--- src/hw/rtl/ibvs_velocity_law_2x2_defines.svh ---
// Assertion macros for the visual servo velocity law block.
// No dependencies; define NO_ASSERTIONS to compile the checks out.
`ifndef IBVS_VELOCITY_LAW_2X2_DEFINES_SVH
`define IBVS_VELOCITY_LAW_2X2_DEFINES_SVH

`ifndef NO_ASSERTIONS

// Same-cycle implication, checked at every clk edge outside reset
`define IVL_ASSERT_IMPLIES(lbl, ante, cons) \
	lbl: assert property (@(posedge clk) disable iff (!arst_n) (ante) |-> (cons)) \
		else $error("ibvs velocity law check failed");

// Next-cycle implication
`define IVL_ASSERT_NEXT(lbl, ante, cons) \
	lbl: assert property (@(posedge clk) disable iff (!arst_n) (ante) |=> (cons)) \
		else $error("ibvs velocity law check failed");

`else

`define IVL_ASSERT_IMPLIES(lbl, ante, cons)
`define IVL_ASSERT_NEXT(lbl, ante, cons)

`endif

`endif

--- src/hw/rtl/ivl_pkg.sv ---
// Shared types, constants and helpers for the visual servo velocity law.
// No dependencies; imported by every module of the block.
package ivl_pkg;

	localparam int WORD_W    = 32;
	localparam int GAIN_W    = 31;
	localparam int CFG_IDX_W = 1;
	localparam int PROD_W    = 64;
	localparam int WIDE_W    = 65;
	localparam int SAT_W     = 50;
	localparam int DIFF_W    = 33;

	// Configuration register indexes
	localparam logic [CFG_IDX_W-1:0] CFG_SERVO_GAIN = 1'd0;
	localparam logic [CFG_IDX_W-1:0] CFG_FF_ENABLE  = 1'd1;

	localparam logic [GAIN_W-1:0] GAIN_RESET = 31'd65536;

	// Multiply schedule: one product per step, consumed one step later
	localparam int MUL_SEL_W = 3;
	typedef logic [MUL_SEL_W-1:0] mul_sel_t;
	localparam mul_sel_t MUL_GE0 = 3'd0;  // gain * error_0
	localparam mul_sel_t MUL_GE1 = 3'd1;  // gain * error_1
	localparam mul_sel_t MUL_D0  = 3'd2;  // jac_00 * jac_11
	localparam mul_sel_t MUL_D1  = 3'd3;  // jac_01 * jac_10
	localparam mul_sel_t MUL_N00 = 3'd4;  // jac_11 * u_0
	localparam mul_sel_t MUL_N01 = 3'd5;  // jac_01 * u_1
	localparam mul_sel_t MUL_N10 = 3'd6;  // jac_00 * u_1
	localparam mul_sel_t MUL_N11 = 3'd7;  // jac_10 * u_0

	localparam int STEP_W = 4;
	localparam logic [STEP_W-1:0] STEP_LAST = 4'd8;

	typedef logic signed [WORD_W-1:0] word_t;
	typedef logic signed [PROD_W-1:0] prod_t;
	typedef logic signed [WIDE_W-1:0] wide_t;
	typedef logic signed [DIFF_W-1:0] diff_t;

	// Controller to datapath commands
	typedef struct packed {
		logic     load;
		logic     mul_en;
		mul_sel_t mul_sel;
		logic     acc_en;
		mul_sel_t acc_sel;
		logic     div_start;
		logic     div_sel;
		logic     vel_we;
		logic     out_load;
	} ivl_cmd_t;

	// Datapath to controller status
	typedef struct packed {
		logic div_done;
		logic det_zero;
	} ivl_status_t;

	// Clamp a signed value to the 32-bit range
	function automatic word_t sat32(input logic signed [SAT_W-1:0] v);
		logic [SAT_W-WORD_W:0] hi;
		word_t r;
		hi = v[SAT_W-1:WORD_W-1];
		if ((&hi) || !(|hi)) begin
			r = v[WORD_W-1:0];
		end else if (v[SAT_W-1]) begin
			r = {1'b1, {(WORD_W-1){1'b0}}};
		end else begin
			r = {1'b0, {(WORD_W-1){1'b1}}};
		end
		return r;
	endfunction

endpackage

--- src/hw/rtl/ivl_ctrl.sv ---
// Controller of the velocity law: input and output handshakes, multiply
// schedule and divider sequencing. Depends on ivl_pkg.
module ivl_ctrl (
	input  logic                 clk,
	input  logic                 arst_n,
	input  logic                 in_valid,
	output logic                 in_stall,
	output logic                 out_valid,
	input  logic                 out_stall,
	output ivl_pkg::ivl_cmd_t    cmd,
	input  ivl_pkg::ivl_status_t status
);
	import ivl_pkg::*;

	localparam logic [2:0] ST_IDLE  = 3'd0;
	localparam logic [2:0] ST_MUL   = 3'd1;
	localparam logic [2:0] ST_DIV0  = 3'd2;
	localparam logic [2:0] ST_WAIT0 = 3'd3;
	localparam logic [2:0] ST_DIV1  = 3'd4;
	localparam logic [2:0] ST_WAIT1 = 3'd5;
	localparam logic [2:0] ST_DONE  = 3'd6;

	logic [2:0]        state_q;
	logic [STEP_W-1:0] step_q;
	logic              out_valid_q;
	logic [STEP_W-1:0] step_dec;
	logic              accept;
	logic              out_free;

	assign accept   = in_valid && (state_q == ST_IDLE);
	assign out_free = !out_valid_q || !out_stall;
	assign step_dec = step_q - STEP_W'(1);

	// Decode commands from the state
	always_comb begin
		cmd      = '0;
		cmd.load = accept;
		unique case (state_q)
			ST_IDLE: ;
			ST_MUL: begin
				cmd.mul_en  = (step_q != STEP_LAST);
				cmd.mul_sel = step_q[MUL_SEL_W-1:0];
				cmd.acc_en  = (step_q != '0);
				cmd.acc_sel = step_dec[MUL_SEL_W-1:0];
			end
			ST_DIV0: begin
				cmd.div_start = 1'b1;
			end
			ST_WAIT0: begin
				cmd.vel_we = status.div_done;
			end
			ST_DIV1: begin
				cmd.div_start = 1'b1;
				cmd.div_sel   = 1'b1;
			end
			ST_WAIT1: begin
				cmd.div_sel = 1'b1;
				cmd.vel_we  = status.div_done;
			end
			ST_DONE: begin
				cmd.out_load = out_free;
			end
			default: ;
		endcase
	end

	// Advance the state
	always_ff @(posedge clk or negedge arst_n) begin
		if (!arst_n) begin
			state_q <= ST_IDLE;
			step_q  <= '0;
		end else begin
			unique case (state_q)
				ST_IDLE: begin
					if (accept) begin
						state_q <= ST_MUL;
						step_q  <= '0;
					end
				end
				ST_MUL: begin
					if (step_q == STEP_LAST) begin
						state_q <= status.det_zero ? ST_DONE : ST_DIV0;
					end else begin
						step_q <= step_q + STEP_W'(1);
					end
				end
				ST_DIV0: state_q <= ST_WAIT0;
				ST_WAIT0: begin
					if (status.div_done) begin
						state_q <= ST_DIV1;
					end
				end
				ST_DIV1: state_q <= ST_WAIT1;
				ST_WAIT1: begin
					if (status.div_done) begin
						state_q <= ST_DONE;
					end
				end
				ST_DONE: begin
					if (out_free) begin
						state_q <= ST_IDLE;
					end
				end
				default: state_q <= ST_IDLE;
			endcase
		end
	end

	// Hold the result until the transaction completes
	always_ff @(posedge clk or negedge arst_n) begin
		if (!arst_n) begin
			out_valid_q <= 1'b0;
		end else if (state_q == ST_DONE && out_free) begin
			out_valid_q <= 1'b1;
		end else if (!out_stall) begin
			out_valid_q <= 1'b0;
		end
	end

	assign in_stall  = (state_q != ST_IDLE);
	assign out_valid = out_valid_q;

endmodule

--- config.mk ---
export PLATFORM = sky130hd
export DESIGN_NAME = ivl_ctrl
export DESIGN_NICKNAME = d
export VERILOG_FILES = /design/src/hw/rtl/ibvs_velocity_law_2x2_defines.svh /design/src/hw/rtl/ivl_pkg.sv /design/src/hw/rtl/ivl_ctrl.sv
export SDC_FILE = /design/constraint.sdc
export NUM_CORES = 1
export LEC_CHECK = 0
export BUFFER_PORTS_ARGS = -buffer_cell sky130_fd_sc_hd__clkbuf_2
export CAP_MARGIN = 20
export CORE_ASPECT_RATIO = 1.1
export CORE_MARGIN = 5
export CORE_UTILIZATION = 40
export DETAILED_ROUTE_END_ITERATION = 16
export PLACE_DENSITY = 0.69
export SYNTH_ARGS = -nofsm -noshare
export SYNTH_HDL_FRONTEND = slang
export SYNTH_SLANG_ARGS = --single-unit
--- constraint.sdc ---
create_clock -name clk -period 1.6 [get_ports clk]
set_input_delay 0.08 -clock clk [delete_from_list [all_inputs] [get_ports clk]]
set_output_delay 0.08 -clock clk [all_outputs]
set_load 0.02 [all_outputs]
---- Word level (Yosys, flattened, before mapping) ----
Cells that the tools add are included.
Widths: inputs -> output; s select.
word-level totals
  bits of input ports ..................... 6
  logic and storage cells ................. 51
  output and inout bits ................... 15
  register bits after elaboration ......... 8
operators by class
  add/subtract/negate cells ............... 2
  multiplexer cells ....................... 17
  reduce and logical (&&, ||, !) cells .... 14
  equal/unequal tests ..................... 15
operators by type and width
  operator             number
  $pmux 3 s7           1
  $mux 3               6
  $ne 2x2->1 const B   6
  $eq 3x3->1 const B   3
  $mux 4               2
  $mux 8               1
  $pmux 4 s2           1
  $eq 3x2->1 const B   2
  $mux 1               6
  $reduce_or 2->1      3
  $reduce_and 5->1     1
  $add 4x1->4 const B  1
  $eq 4x4->1 const B   1
  $ne 4x4->1 const B   1
  $reduce_bool 4->1    1
  $eq 3x1->1 const B   1
  $logic_not 3->1      1
  $reduce_and 3->1     1
  $reduce_bool 3->1    1
  $sub 3x1->3 const B  1
  $logic_and 1x1->1    2
  $logic_not 1->1      2
  $ne 2x1->1 const B   1
  $reduce_bool 2->1    1
  $logic_or 1x1->1     1

---- Longest topological paths before layout ----
  depth in word-level cells ............... 4
  gate-level depth with buffers ........... 6
  gate-level depth less buffers ........... 5

---- Worst setup path after synthesis ----
No wires, ideal clock.
  path kind ............................... register to register
  from .................................... reg step_q[0]
  to ...................................... reg state_q[2]
  arrival ................................. 1394 ps
  period minus slack after synthesis ...... 1515 ps
  cell stages (with the launch flop) ...... 7
  path slack .............................. 85 ps
  data required time ...................... 1479 ps
  path through ............................ dfrtp_1 -> inv_1 -> ha_1 -> and3b_1 -> buf_6 -> o221a_1 -> o22a_1
between the ends
  cells in the longest elaborated chain, start to end .. 3
RTL lines
  item                               RTL line        RTL
  start: declaration                 ivl_ctrl.sv:24  logic [STEP_W-1:0] step_q;
  start signal: assignment           ivl_ctrl.sv:84  step_q <= step_q + STEP_W'(1);
  $eq 4x4->1                         ivl_ctrl.sv:81  if (step_q == STEP_LAST) begin
  $ne 2x2->1 (no source line)        n/a
  $reduce_and 5->1 (no source line)  n/a
  end signal: assignment             ivl_ctrl.sv:82  state_q <= status.det_zero ? ST_DONE : ST_DIV0;
  end: declaration                   ivl_ctrl.sv:23  logic [2:0] state_q;
No other way between the ends.
A chain may end at the register's enable or synchronous reset.

==> metrics <==
status finished clean; first-pass GRT wire length 2.41 mm; H-tree depth 1; Non-Filler Instances 114; sequential fraction of the synthesis area 0.320; PwrDens 2190 nW/µm²; commonest non-fill, non-tap cell in the layout clkbuf_2; CP Capture Type output port; highest-count cells in the layout ignoring fill and taps clkbuf_2, nor2_1, nand2_1, dfrtp_1, buf_4; startpoint types flip-flop; WL met1 622 µm; R2R depth 5; Max FO, Critical Path 7; site row count 15; Fillers 157; GR Overflow Total 0; CTS tree yes; Slew Limit Fails 0; Cell Count Post-Placement 110; Synth warnings 0; Detail Route Antenna Nets 0; Routed met2 length 712 µm; # IOs 21; Root Buffer clkbuf_4; postcts setup bufs 0; Vias 613; Max Cap Viol 0; Antenna diodes 0; Synth area leaders dfrtp_1, mux2i_1, nor2_1; Final Hold Viols 0; Max clock buf depth 2; residual DRC count 0; Yosys top cell area share 0.320; hold path start out_stall; top layer in use met4; layout cells sized above 1 0.351; min Tclk post-route 1.54 ns; Rel. slew slack 0.832; cell count after synthesis 73; core area 1520 µm²; Hold EP out_valid; Die ar. 2460 µm²; worst-case vdd ir drop 0.973 mV; routed wl met3 107 µm; Worst Setup SP state_q[1]; count of cell types in the netlist 34; critical path type reg2out; RSZ-0062 raised after global routing false; mapped cell area 626 µm²; vias per cell 5.38; number of synthesized flops with an enable pin 0; Die X 47.7 µm; drt first pass iters 4; area grow syn2layout 27.4%; clk_lat worst skew 0.25 ns; clock sinks 8; WHS Path Cells 3; Hold WC Path Type in2reg; Total GRT Usage 0.137; Iter 0 DRT Violations 16; Synth Flop Type dfrtp_1; Die Y 51.5 µm; Syn Area/Cell 8.57 µm²; Final HPWL DP 1.20 mm; Worst-Margin Slew 0.252 ns; Worst R2R Setup Slack 0.15 ns; Max Freq 649 MHz; Clock Pin Slew Worst Setup and Hold Paths 0.06 ns; Starting Density 0.412; Yosys top cell by area dfrtp_1; asr flop ratio synth 1.00; PortBufs 20; CTS Buf Count 3; nets@finish 107; #FFs+latches synth 8; # setup viols final 0; CP arrival 1.46 ns; WL/cell 12.7 µm; leak pwr 0.424 nW; Clock Skews 0.00267 ns; Post-Syn Nets 81; Worst Path Required 1.52 ns; fin crit share 0.963; vias in the first global route 568; drt total wl 1.45 mm; pin count of the biggest net entering global routing 14; GPL Wtd Cong 0.787; antenna violations before repair 0; worst reg2reg path endpoint state_q[2]; R2R Path Start step_q[0]; setup TNS 0 ns
==> per-layer routing <==
layer,vias to the layer above,global-route usage
met1,280,0.170
met4,0,0.0538
met3,4,0.0282
met5,-,0
li1,302,-
met2,27,0.225
==> metrics by stage <==
stage / instance area [µm²] / power [mW] / utilization / hold slack (ns) / worst slack (ns)
after global routing: 797 / 1.90 / 0.524 / 0.0826 / 0.00000200
final: 797 / 1.75 / 0.524 / 0.0776 / 0.0586
after CTS: 790 / 1.75 / 0.519 / 0.0777 / 0.0161
after floorplan: 626 / 1.22 / - / -0.216 / 0.0852
after global placement: 754 / 1.54 / 0.496 / -0.0564 / 0.147
after detailed placement: 754 / 1.57 / 0.496 / -0.0488 / 0.123
==> state kept, by name, indices dropped and copies added (netlist names) <==
signal     cells
out_valid      1
state_q        3
step_q         4
==> what timing repair did <==
action	in CTS	in global routing
hold buffers	1	0
cloned	0	0
setup endpoints to repair	2	4
endpoints found under the hold margin	8	0
resized for setup	1	3
==> where the power goes <==
part	internal [mW]	total [mW]	switching, mW
sequential	0.296	0.375	0.0792
clock	0.0858	0.154	0.0679
combinational	0.511	1.22	0.706
==> critical path, stage by stage (launching register included) <==
cell and delay (ns):
dfrtp_1 0.44, or3b_4 0.45, nor2_1 0.13, clkbuf_2 0.19
==> cell type report <==
type	instances	area [µm²]	share of cell area
clock buffers	3	22.5	0.0283
inverters	5	18.8	0.0235
multi-input cells	54	379	0.476
flip-flops and latches	8	200	0.251
well taps	17	21.3	0.0267
repair buffers	27	155	0.195
==> synthesized netlist by cell type, drive strengths merged, types with 3 or more instances <==
cell type and n:
inv 5, dfrtp 8, nor3b 3, buf 5, mux2i 4, nand2 8
nor2 9
==> how the worst max path moves through the flow <==
stage                     slack, ns  depth (start not counted)          to
final                          0.06                          3      cmd[5]
after global routing       0.000002                          5      cmd[0]
after CTS                      0.02                          3     cmd[12]
after detailed placement       0.12                          5  state_q[2]
after global placement         0.15                          5  state_q[2]
after floorplan                0.09                          6  state_q[2]
==> logic make-up after synthesis <==
| family | after synthesis | share of synthesized area |
|---|---|---|
| AOI/OAI and AO/OA | 12 | 0.150 |
| muxes | 4 | 0.0640 |
| buffers and inverters | 11 | 0.0900 |
| and+or+nand+nor | 34 | 0.308 |
| DFF | 8 | 0.320 |
| adders and majority gates | 2 | 0.0400 |
| xor gates and xnor gates | 2 | 0.0280 |
(Power assumes the default switching activity.)
